File: src/design/clock_motor_homing_controller_unit_macros.svh
// ----------------------------------------------------------------------------
// Clock motor homing controller assertion macros
// Concurrent assertion wrappers used by the top-level design file.
// ----------------------------------------------------------------------------
`ifndef CLOCK_MOTOR_HOMING_CONTROLLER_UNIT_MACROS_SVH
`define CLOCK_MOTOR_HOMING_CONTROLLER_UNIT_MACROS_SVH

`ifndef ASSERT_OFF
`define CHM_ASSERT(label, prop, msg) \
  label: assert property (@(posedge clk) disable iff (!rst_n) prop) else $error(msg);
`define CHM_ASSERT_RST(label, prop, msg) \
  label: assert property (@(posedge clk) prop) else $error(msg);
`else
`define CHM_ASSERT(label, prop, msg)
`define CHM_ASSERT_RST(label, prop, msg)
`endif

`endif

File: src/design/chm_pkg.sv
// ----------------------------------------------------------------------------
// Clock motor homing controller package
// Types, codes and constants shared by the controller modules.
// ----------------------------------------------------------------------------
package chm_pkg;

  typedef enum logic [2:0] {
    MODE_STOP = 3'd0,
    MODE_FWD  = 3'd1,
    MODE_BACK = 3'd2,
    MODE_CAL  = 3'd3,
    MODE_FIND = 3'd4
  } mode_e_t;

  typedef enum logic [2:0] {
    OP_TICK  = 3'd0,
    OP_FWD   = 3'd1,
    OP_BACK  = 3'd2,
    OP_SPEED = 3'd3,
    OP_STOP  = 3'd4,
    OP_HOME  = 3'd5,
    OP_CAL   = 3'd6
  } opcode_t;

  localparam logic [1:0] DRV_NONE = 2'b00;
  localparam logic [1:0] DRV_FWD  = 2'b01;
  localparam logic [1:0] DRV_REV  = 2'b10;

  localparam logic [7:0] HOME_TARGET = 8'h92;
  localparam logic [7:0] HOUR_MASK   = 8'hF0;
  localparam logic [7:0] NEAR_SPEED  = 8'd3;
  localparam logic [7:0] SLOW_LIMIT  = 8'd2;
  localparam logic [7:0] ALL_ONES    = 8'hFF;
  localparam logic [7:0] START_SPEED = 8'd1;

  typedef struct packed {
    logic [2:0] opcode;
    logic [7:0] switches;
    logic [7:0] speed_value;
  } item_t;

  typedef struct packed {
    logic       drive_forward;
    logic       drive_reverse;
    logic [2:0] mode_now;
    logic       all_seen;
  } result_t;

  typedef struct packed {
    logic valid;
    logic advance;
  } stage_ctl_t;

endpackage

File: src/design/chm_in_stage.sv
// ----------------------------------------------------------------------------
// Clock motor homing controller input stage
// Registers one input transaction and holds it until the core consumes it.
// ----------------------------------------------------------------------------
module chm_in_stage
  import chm_pkg::*;
(
  input  logic       clk,
  input  logic       rst_n,
  input  logic       in_valid,
  output logic       in_ready,
  input  item_t      in_item,
  input  logic       advance,
  output stage_ctl_t ctl,
  output item_t      item
);

  logic  valid_r;
  logic  valid_nxt;
  item_t item_r;

  assign in_ready  = !valid_r || advance;
  assign valid_nxt = in_ready ? in_valid : valid_r;

  always_ff @(posedge clk) begin
    if (!rst_n) begin
      valid_r <= 1'b0;
    end else begin
      valid_r <= valid_nxt;
    end
  end

  always_ff @(posedge clk) begin
    if (in_valid && in_ready) begin
      item_r <= in_item;
    end
  end

  assign ctl.valid   = valid_r;
  assign ctl.advance = advance;
  assign item        = item_r;

endmodule

File: src/design/chm_core.sv
// ----------------------------------------------------------------------------
// Clock motor homing controller core
// Holds the motor state and applies one transaction per advance.
// ----------------------------------------------------------------------------
module chm_core
  import chm_pkg::*;
(
  input  logic       clk,
  input  logic       rst_n,
  input  logic       cfg_we,
  input  logic       cfg_wdata,
  input  stage_ctl_t ctl,
  input  item_t      item,
  output result_t    result
);

  logic       disabled_r;
  mode_e_t    mode_r,        mode_nxt;
  logic [7:0] sw_now_r,      sw_now_nxt;
  logic [7:0] sw_before_r,   sw_before_nxt;
  logic [7:0] period_r,      period_nxt;
  logic [7:0] delay_r,       delay_nxt;
  logic [7:0] seen_high_r,   seen_high_nxt;
  logic [7:0] seen_low_r,    seen_low_nxt;
  logic [1:0] drive_r,       drive_nxt;
  logic       pulse_hit;
  logic       seen_cur;
  logic [7:0] delay_dec;
  logic [7:0] sw;

  assign pulse_hit = (delay_r == period_r);
  assign seen_cur  = ((seen_high_r & seen_low_r) == ALL_ONES);
  assign delay_dec = delay_r - 8'd1;
  assign sw        = item.switches;

  always_comb begin
    mode_nxt      = mode_r;
    sw_now_nxt    = sw_now_r;
    sw_before_nxt = sw_before_r;
    period_nxt    = period_r;
    delay_nxt     = delay_r;
    seen_high_nxt = seen_high_r;
    seen_low_nxt  = seen_low_r;
    drive_nxt     = drive_r;
    case (opcode_t'(item.opcode))
      OP_TICK: begin
        sw_before_nxt = sw_now_r;
        sw_now_nxt    = sw;
        case (mode_r)
          MODE_FWD: begin
            drive_nxt = pulse_hit ? DRV_FWD : DRV_NONE;
          end
          MODE_BACK: begin
            drive_nxt = pulse_hit ? DRV_REV : DRV_NONE;
          end
          MODE_CAL: begin
            if (sw != sw_now_r) begin
              seen_high_nxt = seen_high_r | sw;
              seen_low_nxt  = seen_low_r | ~sw;
              if ((seen_high_nxt & seen_low_nxt) == ALL_ONES) begin
                mode_nxt = MODE_FIND;
              end
            end
            drive_nxt = pulse_hit ? DRV_FWD : DRV_NONE;
          end
          MODE_FIND: begin
            if (sw == HOME_TARGET) begin
              mode_nxt  = MODE_STOP;
              drive_nxt = DRV_NONE;
            end else if (((sw & HOUR_MASK) == (HOME_TARGET & HOUR_MASK)) &&
                         (period_r < SLOW_LIMIT)) begin
              period_nxt = NEAR_SPEED;
              drive_nxt  = DRV_NONE;
            end else begin
              drive_nxt = pulse_hit ? DRV_REV : DRV_NONE;
            end
          end
          default: begin
            drive_nxt = DRV_NONE;
          end
        endcase
        delay_nxt = (delay_dec == 8'd0) ? period_nxt : delay_dec;
      end
      OP_FWD: begin
        if (!disabled_r) begin
          mode_nxt = MODE_FWD;
        end
      end
      OP_BACK: begin
        if (!disabled_r) begin
          mode_nxt = MODE_BACK;
        end
      end
      OP_SPEED: begin
        if (!disabled_r) begin
          period_nxt = item.speed_value;
          delay_nxt  = item.speed_value;
        end
      end
      OP_STOP: begin
        mode_nxt = MODE_STOP;
      end
      OP_HOME: begin
        if (disabled_r) begin
          mode_nxt = MODE_STOP;
        end else begin
          period_nxt = START_SPEED;
          delay_nxt  = START_SPEED;
          mode_nxt   = MODE_FIND;
        end
      end
      OP_CAL: begin
        if (!seen_cur) begin
          if (!disabled_r) begin
            period_nxt = START_SPEED;
            delay_nxt  = START_SPEED;
          end
          mode_nxt = MODE_CAL;
        end else if (disabled_r) begin
          mode_nxt = MODE_STOP;
        end else begin
          period_nxt = START_SPEED;
          delay_nxt  = START_SPEED;
          mode_nxt   = MODE_FIND;
        end
      end
      default: begin
      end
    endcase
  end

  always_ff @(posedge clk) begin
    if (!rst_n) begin
      disabled_r <= 1'b0;
    end else if (cfg_we) begin
      disabled_r <= cfg_wdata;
    end
  end

  always_ff @(posedge clk) begin
    if (!rst_n) begin
      mode_r      <= MODE_STOP;
      sw_now_r    <= '0;
      sw_before_r <= '0;
      period_r    <= '0;
      delay_r     <= '0;
      seen_high_r <= '0;
      seen_low_r  <= '0;
      drive_r     <= DRV_NONE;
    end else if (ctl.valid && ctl.advance) begin
      mode_r      <= mode_nxt;
      sw_now_r    <= sw_now_nxt;
      sw_before_r <= sw_before_nxt;
      period_r    <= period_nxt;
      delay_r     <= delay_nxt;
      seen_high_r <= seen_high_nxt;
      seen_low_r  <= seen_low_nxt;
      drive_r     <= drive_nxt;
    end
  end

  assign result.drive_forward = drive_nxt[0];
  assign result.drive_reverse = drive_nxt[1];
  assign result.mode_now      = mode_nxt;
  assign result.all_seen      = ((seen_high_nxt & seen_low_nxt) == ALL_ONES);

endmodule

File: src/design/chm_out_stage.sv
// ----------------------------------------------------------------------------
// Clock motor homing controller output stage
// Registers one result transaction and holds it until it is taken.
// ----------------------------------------------------------------------------
module chm_out_stage
  import chm_pkg::*;
(
  input  logic    clk,
  input  logic    rst_n,
  input  logic    load_valid,
  input  result_t load_result,
  output logic    slot_free,
  output logic    out_valid,
  input  logic    out_ready,
  output result_t result
);

  logic    valid_r;
  logic    valid_nxt;
  result_t result_r;

  assign slot_free = !valid_r || out_ready;
  assign valid_nxt = slot_free ? load_valid : valid_r;

  always_ff @(posedge clk) begin
    if (!rst_n) begin
      valid_r <= 1'b0;
    end else begin
      valid_r <= valid_nxt;
    end
  end

  always_ff @(posedge clk) begin
    if (slot_free && load_valid) begin
      result_r <= load_result;
    end
  end

  assign out_valid = valid_r;
  assign result    = result_r;

endmodule

File: src/design/clock_motor_homing_controller_unit.sv
// ----------------------------------------------------------------------------
// Clock motor homing controller top level
// Path: a transaction is registered in the input stage, applied by the core and registered in the output stage.
// Throughput: one transaction per cycle while the output side is not stalled.
// Reset: synchronous active-low rst_n clears the core state, the stage valid flags and the register.
// ----------------------------------------------------------------------------
`include "clock_motor_homing_controller_unit_macros.svh"

module clock_motor_homing_controller_unit
  import chm_pkg::*;
(
  input  logic       clk,
  input  logic       rst_n,
  input  logic       cfg_we,
  input  logic       cfg_wdata,
  input  logic       in_valid,
  output logic       in_ready,
  input  logic [2:0] in_opcode,
  input  logic [7:0] in_switches,
  input  logic [7:0] in_speed_value,
  output logic       out_valid,
  input  logic       out_ready,
  output logic       out_drive_forward,
  output logic       out_drive_reverse,
  output logic [2:0] out_mode_now,
  output logic       out_all_seen
);

  item_t      in_item;
  item_t      item;
  stage_ctl_t ctl;
  result_t    core_result;
  result_t    out_result;
  logic       slot_free;

  assign in_item.opcode      = in_opcode;
  assign in_item.switches    = in_switches;
  assign in_item.speed_value = in_speed_value;

  chm_in_stage u_in_stage (
    .clk      (clk),
    .rst_n    (rst_n),
    .in_valid (in_valid),
    .in_ready (in_ready),
    .in_item  (in_item),
    .advance  (slot_free),
    .ctl      (ctl),
    .item     (item)
  );

  chm_core u_core (
    .clk       (clk),
    .rst_n     (rst_n),
    .cfg_we    (cfg_we),
    .cfg_wdata (cfg_wdata),
    .ctl       (ctl),
    .item      (item),
    .result    (core_result)
  );

  chm_out_stage u_out_stage (
    .clk         (clk),
    .rst_n       (rst_n),
    .load_valid  (ctl.valid),
    .load_result (core_result),
    .slot_free   (slot_free),
    .out_valid   (out_valid),
    .out_ready   (out_ready),
    .result      (out_result)
  );

  assign out_drive_forward = out_result.drive_forward;
  assign out_drive_reverse = out_result.drive_reverse;
  assign out_mode_now      = out_result.mode_now;
  assign out_all_seen      = out_result.all_seen;

  `CHM_ASSERT(a_drive_exclusive, out_valid |-> !(out_drive_forward && out_drive_reverse), "both drives active")
  `CHM_ASSERT(a_mode_range, out_valid |-> (out_mode_now <= 3'd4), "mode out of range")
  `CHM_ASSERT(a_seen_sticky, (out_valid && out_all_seen) |=> out_all_seen, "all_seen fell")
  `CHM_ASSERT_RST(a_reset_empty, !rst_n |=> (!out_valid && in_ready), "stages not empty after reset")

endmodule

File: config.mk
export PLATFORM = sky130hd
export DESIGN_NAME = clock_motor_homing_controller_unit
export DESIGN_NICKNAME = d
export VERILOG_FILES = /design/src/design/chm_pkg.sv /design/src/design/chm_in_stage.sv /design/src/design/chm_core.sv /design/src/design/chm_out_stage.sv /design/src/design/clock_motor_homing_controller_unit.sv
export VERILOG_INCLUDE_DIRS = /design/src /design/src/design
export SDC_FILE = /design/constraint.sdc
export NUM_CORES = 1
export LEC_CHECK = 0
export BUFFER_PORTS_ARGS = -buffer_cell sky130_fd_sc_hd__clkbuf_2
export CORE_ASPECT_RATIO = 1.4
export CORE_MARGIN = 1
export CORE_UTILIZATION = 25
export CTS_CLUSTER_DIAMETER = 150
export DETAILED_ROUTE_END_ITERATION = 10
export PLACE_DENSITY = 0.41
export SLEW_MARGIN = 15
export SYNTH_ARGS = -nofsm -noshare
export SYNTH_HDL_FRONTEND = slang
export SYNTH_HIERARCHICAL = 1
export SYNTH_SLANG_ARGS = --single-unit
File: constraint.sdc
create_clock -name clk -period 5.8 [get_ports clk]
set_input_delay 0.29 -clock clk [delete_from_list [all_inputs] [get_ports clk]]
set_output_delay 0.29 -clock clk [all_outputs]
set_load 0.005 [all_outputs]
# Yosys cells after proc, flatten, opt, wreduce, memory -nomap -nowiden
# Index checks and enable logic that the tools add are counted.
[totals]
inputBits = 25
register_bits = 73
[op_classes]
bitwise = 6
reduce_logical = 14
n_eq_ne = 19
muxes = 29
addsub = 1
magnitude_cmp = 1
[op_table]
columns = ["op", "count"]
rows = [
  ["$mux 8", 12],
  ["$pmux 8 s3", 2],
  ["$eq 8x8->1 const B", 4],
  ["$and 8x8->8", 3],
  ["$mux 3", 7],
  ["$pmux 3 s6", 1],
  ["$or 8x8->8", 2],
  ["$eq 3x2->1 const B", 4],
  ["$eq 3x3->1 const B", 4],
  ["$eq 8x8->1", 1],
  ["$logic_not 8->1", 1],
  ["$lt 8x2->1 const B", 1],
  ["$mux 2", 4],
  ["$ne 8x8->1", 1],
  ["$not 8->8", 1],
  ["$sub 8x1->8 const B", 1],
  ["$eq 3x1->1 const B", 2],
  ["$pmux 2 s3", 1],
  ["$pmux 3 s2", 1],
  ["$eq 4x4->1 const B", 1],
  ["$ne 2x2->1 const B", 2],
  ["$reduce_and 4->1", 1],
  ["$reduce_or 2->1", 2],
  ["$logic_and 1x1->1", 3],
  ["6 further kinds", 8],
]

# Logic depth before layout (Yosys ltp)
[depth]
ltp_word = 8
mapped_depth = 8
mapped_depth_nobuf = 7

# By module
# The synthesis kept the hierarchy.
[modules_own_cells]
columns = ["module", "area_per_inst_um2", "cells_per_inst", "n_inst"]
rows = [
  ["chm_core", 2647.5, 326, 1],
  ["chm_in_stage", 643.1, 26, 1],
  ["chm_out_stage", 237.7, 11, 1],
]

# Worst setup path before layout
# Ideal clock, no wire load.
[synth_timing]
path_type = "reg2reg"
start = "register u_core.delay_r[1]"
end = "register u_core.delay_r[0]"
path_buffers = 1
path_stages_with_launch = 9
t_required_ps = 5726
setup_ps = 74
period_less_slack_ps = 2081
t_arrival_ps = 2007
path_slack_ps = 3719
path_cell_list = "dfxtp_1 inv_1 ha_1 or3b_4 or3_4 and3_1 buf_6 a211o_1 a31oi_1"
[synth_between]
elab_chain_cells = 4
[synth_rtl]
columns = ["element", "line", "text"]
rows = [
  ["from (decl)", "chm_core.sv:22", "logic [7:0] delay_r, delay_nxt;"],
  ["from (signal assigned)", "chm_core.sv:155", "delay_r <= delay_nxt;"],
  ["$sub 8x1->8", "chm_core.sv:33", "assign delay_dec = delay_r - 8'd1;"],
  ["$logic_not 8->1", "chm_core.sv:82", "delay_nxt = (delay_dec == 8'd0) ? period_nxt : delay_dec;"],
  ["$mux 8", "chm_core.sv:82", ""],
  ["$pmux 8 s3", "chm_core.sv:45", "case (opcode_t'(item.opcode))"],
]
# No other way between the ends.
# A chain may end at the register's enable or synchronous reset.

# Worst setup path in the final report
[layout_timing]
start = "register u_in_stage.item_r, in the netlist u_in_stage/item[16]"
end = "register u_core.period_r[4]"
[layout_between]
elab_chain_cells = 4
elab_cells_between_ends = 10
[layout_rtl]
columns = ["element", "line", "text"]
rows = [
  ["from (decl)", "chm_in_stage.sv:20", "item_t item_r;"],
  ["from (signal assigned)", "chm_in_stage.sv:35", "item_r <= in_item;"],
  ["$eq 3x3->1", "chm_core.sv:45", ""],
  ["$reduce_or 2->1 (no source line)", "n/a", ""],
  ["$ne 2x2->1 (no source line) or $reduce_bool 3->1 (tied branches)", "n/a", ""],
  ["$reduce_and 4->1 (no source line)", "n/a", ""],
  ["to (signal assigned)", "chm_core.sv:154", "period_r <= period_nxt;"],
  ["to (decl)", "chm_core.sv:21", "logic [7:0] period_r, period_nxt;"],
]
# Several ways; a longest one is shown, not always the timed one.

==> metrics.md <==
| Metric | Value |
|---|---|
| Maximum number of pins on one net before global-route repair | 32 |
| Buffers inserted during post-CTS setup optimization | 0 |
| Mapped Nets | between 300 and 400 |
| Switch Pwr | 331 µW |
| Most frequent cells in the layout | sky130_fd_sc_hd__dfxtp_1 (48), sky130_fd_sc_hd__nand2_1 (45), sky130_fd_sc_hd__clkbuf_2 (32), sky130_fd_sc_hd__edfxtp_1 (25) |
| Final weighted congestion in routability-driven placement | 0.799 |
| Placed Cells incl. Taps | ~560 |
| Worst-case hold path end point | u_in_stage/item[6]$_DFFE_PP_ |
| Count of state elements after synthesis | 73 |
| Hold path cells | 1 |
| Count of buffer and inverter cells on the critical path | 0 |
| Delay of the slowest cell on the worst path | between 0.7 and 0.8 ns |
| Count of synthesis-stage warnings from yosys | 6 |
| Classification of the worst-slack hold path | input pin to flip-flop |
| Met1 global-route usage | roughly 17% |
| CP startpoint | u_in_stage/item[16]$_DFFE_PP_ |
| Slack of the worst reg-to-reg path | 3.29 ns |
| Most common cell after layout, fill and taps aside | sky130_fd_sc_hd__dfxtp_1 |
| Type of the worst setup path | flip-flop to flip-flop |
| Number of different library cells in the post-synthesis netlist | 61 |
| Actual slew at the worst max-slew pin | between 1 and 1.5 ns |
| Fraction of final layout cells sized beyond drive strength 1 | between 10% and 20% |
| Area grow syn2layout | 17.6% |
| Final-stage net count | 412 |
| Clock tree from TritonCTS | done |
| Initial standard-cell utilization of the core | 25.5% |
| Count of cells along the worst register-to-register path | 5 |
| Met3 global-route usage | 3.14% |
| Largest clock skew in the final design | between 0.008 and 0.009 ns |
| Hold path startpoint | in_speed_value[6] |
| PnR worst setup slack | 3.29 ns |
| Width of the die | 102 µm |
| Most used flip-flop cell after synthesis | sky130_fd_sc_hd__dfxtp_1 |
| Global-route layer with the greatest usage | met2 |
| Post-route core utilization | 30.0% |
| Max Fclk | ~400 MHz |
| Worst skew pair latency | 0.34 ns |
| PostCTS Resize Cnt | 0 |
| Family with the most delay on the worst path | compound AO/OA/AOI/OAI gates |
| Fraction of power consumed by sequential logic | a little over two fifths |
| Number of failing setup endpoints in the final timing report | 0 |
| Fraction of registers with async set or reset after synthesis | 0% |
| Average instance area after synthesis | roughly 9.7 µm² |
| WL final | between 9 and 10 mm |
| Total negative slack for setup checks | 0 ns |
| Synthesized netlist cell count | roughly 360 |
| Leftover overflow at the end of global routing | 0 |
| List of cells traversed by the critical path | xnor2_1 > o21ai_0 > nand2_1 > a32oi_1 > nor2_1 |
| Maximum buffer depth of the clock tree | 2 |
| Clock period minus worst slack | between 2 and 3 ns |
| Status | completed |
| Number of buffers added to fix hold violations after cts | 0 |
| Category of the worst setup path launch point | flip-flop |
| Wire length of the first global-routing pass | about 15 mm |
| Power Internal | roughly 1000 µW |
| Post-synth EDFFs | 25 |
| Largest vdd supply drop | roughly 0.12 mV |
| Period utilisation layout | between 40% and 50% |
| Initial DRC Count | ~130 |
| Max-Cap Viols | 0 |
| Clock Root Buffer | sky130_fd_sc_hd__clkbuf_16 |
| Pins Over Slew Limit | 0 |
| Worst-case setup slack after placement | between 3 and 4 ns |
| Worst hold margin | approximately 0.12 ns |
| Post-detailed-placement half-perimeter wirelength | 6.57 mm |
| Number of antenna violations at the first check in global routing | 0 |
| Vias after detailed routing | 2840 |
| Worst endpoint required time | ~6 ns |
| Worst R2R Start | u_in_stage/item[16]$_DFFE_PP_ |
| Antenna cells | 0 |
| Drt first pass iters | 4 |
| Clock group share of total power | between 40% and 50% |
| Logic gate share of total power | between 10% and 20% |
| Met2 track utilization from global routing | approximately a quarter |
| Clock slew at reported path FFs | roughly 0.06 ns |
| Number of failing hold endpoints at the final stage | 0 |
| Switching power share of the total | 24.9% |
| Vias per cell | 4.94 |
| I/O Buffers | 32 |
| Inserted Clock Buffers | 9 |
| Proportion of synthesized chip area in sequential cells | between 40% and 50% |
| CP max-delay cell | sky130_fd_sc_hd__o21ai_0 |
| RSZ-0062 raised after global routing | false |
| Number of antenna-violating nets in the routed design | 0 |
| Non-filler instance count after layout | ~580 |
| Leakage power of the design | about 0.0015 µW |
| H-tree depth | 3 |
| Vias in the first global route | between 2000 and 3000 |
| Crit path capture type | flip-flop |
| Y dimension of the die | roughly 140 µm |
| Maximum net fanout on the critical path | 15 |
| Total global-route track usage | 14.3% |
| Placement row count | a little over 50 |
| Clk sink count | between 70 and 80 |
| Wire length per cell | approximately 17 µm |
| Relative slew margins | a little under a third |
| DRC Markers | 0 |
| Power per cell area | approximately 320 nW/µm² |
| Critical R2R Capture | u_core/period_r[4]$_SDFFE_PN0P_ |
| Core Footprint | roughly 14000 µm² |
| Critical path data arrival time | approximately 2.7 ns |
| Cell area after synthesis | about 3500 µm² |
| Die footprint | between 10000 and 15000 µm² |
| Count of boundary I/O pins | 33 |
-- synth_stat cells (2+ instances only) --
cell type | instances | share of area [%]
sky130_fd_sc_hd__a211o_1 | 2 | 0.50
sky130_fd_sc_hd__a21boi_2 | 2 | 0.64
sky130_fd_sc_hd__a21o_1 | 2 | 0.43
sky130_fd_sc_hd__a21oi_1 | 22 | 3.1
sky130_fd_sc_hd__a22o_1 | 8 | 2.0
sky130_fd_sc_hd__a22oi_1 | 3 | 0.64
sky130_fd_sc_hd__a311oi_1 | 2 | 0.50
sky130_fd_sc_hd__a31oi_1 | 8 | 1.4
sky130_fd_sc_hd__a32oi_1 | 4 | 0.99
sky130_fd_sc_hd__and2_4 | 2 | 0.50
sky130_fd_sc_hd__and3_1 | 2 | 0.35
sky130_fd_sc_hd__and3b_1 | 2 | 0.50
sky130_fd_sc_hd__buf_2 | 2 | 0.28
sky130_fd_sc_hd__buf_4 | 3 | 0.64
sky130_fd_sc_hd__buf_6 | 2 | 0.64
sky130_fd_sc_hd__clkbuf_1 | 15 | 1.6
sky130_fd_sc_hd__dfxtp_1 | 48 | 27
sky130_fd_sc_hd__edfxtp_1 | 25 | 21
sky130_fd_sc_hd__ha_1 | 2 | 0.71
sky130_fd_sc_hd__inv_1 | 11 | 1.2
sky130_fd_sc_hd__mux2i_1 | 7 | 2.0
sky130_fd_sc_hd__nand2_1 | 45 | 4.8
sky130_fd_sc_hd__nand2b_4 | 2 | 0.78
sky130_fd_sc_hd__nand3_1 | 3 | 0.43
sky130_fd_sc_hd__nand4_1 | 17 | 3.0
sky130_fd_sc_hd__nor2_1 | 14 | 1.5
sky130_fd_sc_hd__nor2b_1 | 6 | 1.1
sky130_fd_sc_hd__nor3_1 | 4 | 0.57
sky130_fd_sc_hd__nor3_2 | 2 | 0.57
sky130_fd_sc_hd__nor3b_1 | 4 | 0.85
sky130_fd_sc_hd__nor4_1 | 6 | 1.1
sky130_fd_sc_hd__nor4bb_1 | 2 | 0.57
sky130_fd_sc_hd__o2111ai_1 | 3 | 0.74
sky130_fd_sc_hd__o211ai_1 | 2 | 0.43
sky130_fd_sc_hd__o21a_1 | 2 | 0.43
sky130_fd_sc_hd__o21ai_0 | 22 | 3.1
sky130_fd_sc_hd__o21ai_1 | 8 | 1.1
sky130_fd_sc_hd__o31ai_1 | 5 | 1.1
sky130_fd_sc_hd__or3_1 | 2 | 0.35
sky130_fd_sc_hd__xnor2_1 | 12 | 3.0
sky130_fd_sc_hd__xor2_1 | 8 | 2.0
-- worst max path at each step --
stage / endpoint / slack [ns] / cells after the start
floorplan: u_core/delay_r[0]$_SDFFE_PN0P_ / 3.72 / 8
global placement: u_core/period_r[2]$_SDFFE_PN0P_ / 3.35 / 5
detailed placement: u_core/period_r[2]$_SDFFE_PN0P_ / 3.34 / 5
CTS: u_core/period_r[4]$_SDFFE_PN0P_ / 3.33 / 5
global route: u_core/period_r[3]$_SDFFE_PN0P_ / 3.14 / 5
finish: u_core/period_r[4]$_SDFFE_PN0P_ / 3.29 / 5
-- power groups by stage --
| stage | registers [µW] | clock network (µW) | logic, µW |
|---|---|---|---|
| 2_1_floorplan | 574 | 0 | 108 |
| 3_3_place_gp | 587 | 0 | 136 |
| 3_5_place_dp | 588 | 0 | 136 |
| 4_1_cts | 576 | 634 | 137 |
| 5_1_grt | 580 | 654 | 152 |
| 6_report | 577 | 614 | 136 |
-- worst register-to-register path: cells and delay by family (launching register included) --
kind	cells	cell delay, ns
AO/OA/AOI/OAI	2	1.05
XOR/XNOR	1	0.24
flip-flops	1	0.60
AND/OR/NAND/NOR	2	0.49
-- registers in the layout, indices dropped and copies added, names as in the netlist, 3 cells and up --
name,flops
u_core/mode_r,3
u_core/delay_r,8
u_core/seen_low_r,8
u_in_stage/item,19
u_core/seen_high_r,8
u_out_stage/result,6
u_core/period_r,8
u_core/sw_now_r,8
-- through the flow --
step	area [µm²]	power [µW]
finish	4150	1330
detailed placement	3820	724
CTS	4150	1350
floorplan	3530	681
global route	4150	1390
global placement	3820	723
-- kinds of logic (layout without fill, tap and decap cells) --
| kind of cell | count (synthesis) | in the layout | synth area share, % |
|---|---|---|---|
| and+or+nand+nor | 123 | 123 | 19.3 |
| adders and majority gates | 3 | 3 | 0.993 |
| AOI/OAI and AO/OA | 103 | 103 | 19.3 |
| xor gates and xnor gates | 21 | 21 | 5.64 |
| buffers and inverters | 33 | 60 | 4.33 |
| muxes | 7 | 7 | 1.99 |
| DFF | 73 | 73 | 48.5 |
-- cell type report --
cell class | count | area (µm²)
fillers | 1482 | 9700
flip-flops and latches | 73 | 1710
multi-input cells | 257 | 1660
clock buffers | 11 | 275
well taps | 185 | 231
repair buffers | 33 | 168
clock inverters | 5 | 56.3
inverters | 11 | 41.3
-- layer usage --
layer	wire [µm]	up-vias
li1	-	1392
met3	319	15
met1	4090	1364
met5	0	-
met2	4830	69
met4	286	0
No activity file was read; power rests on OpenSTA's default activity.
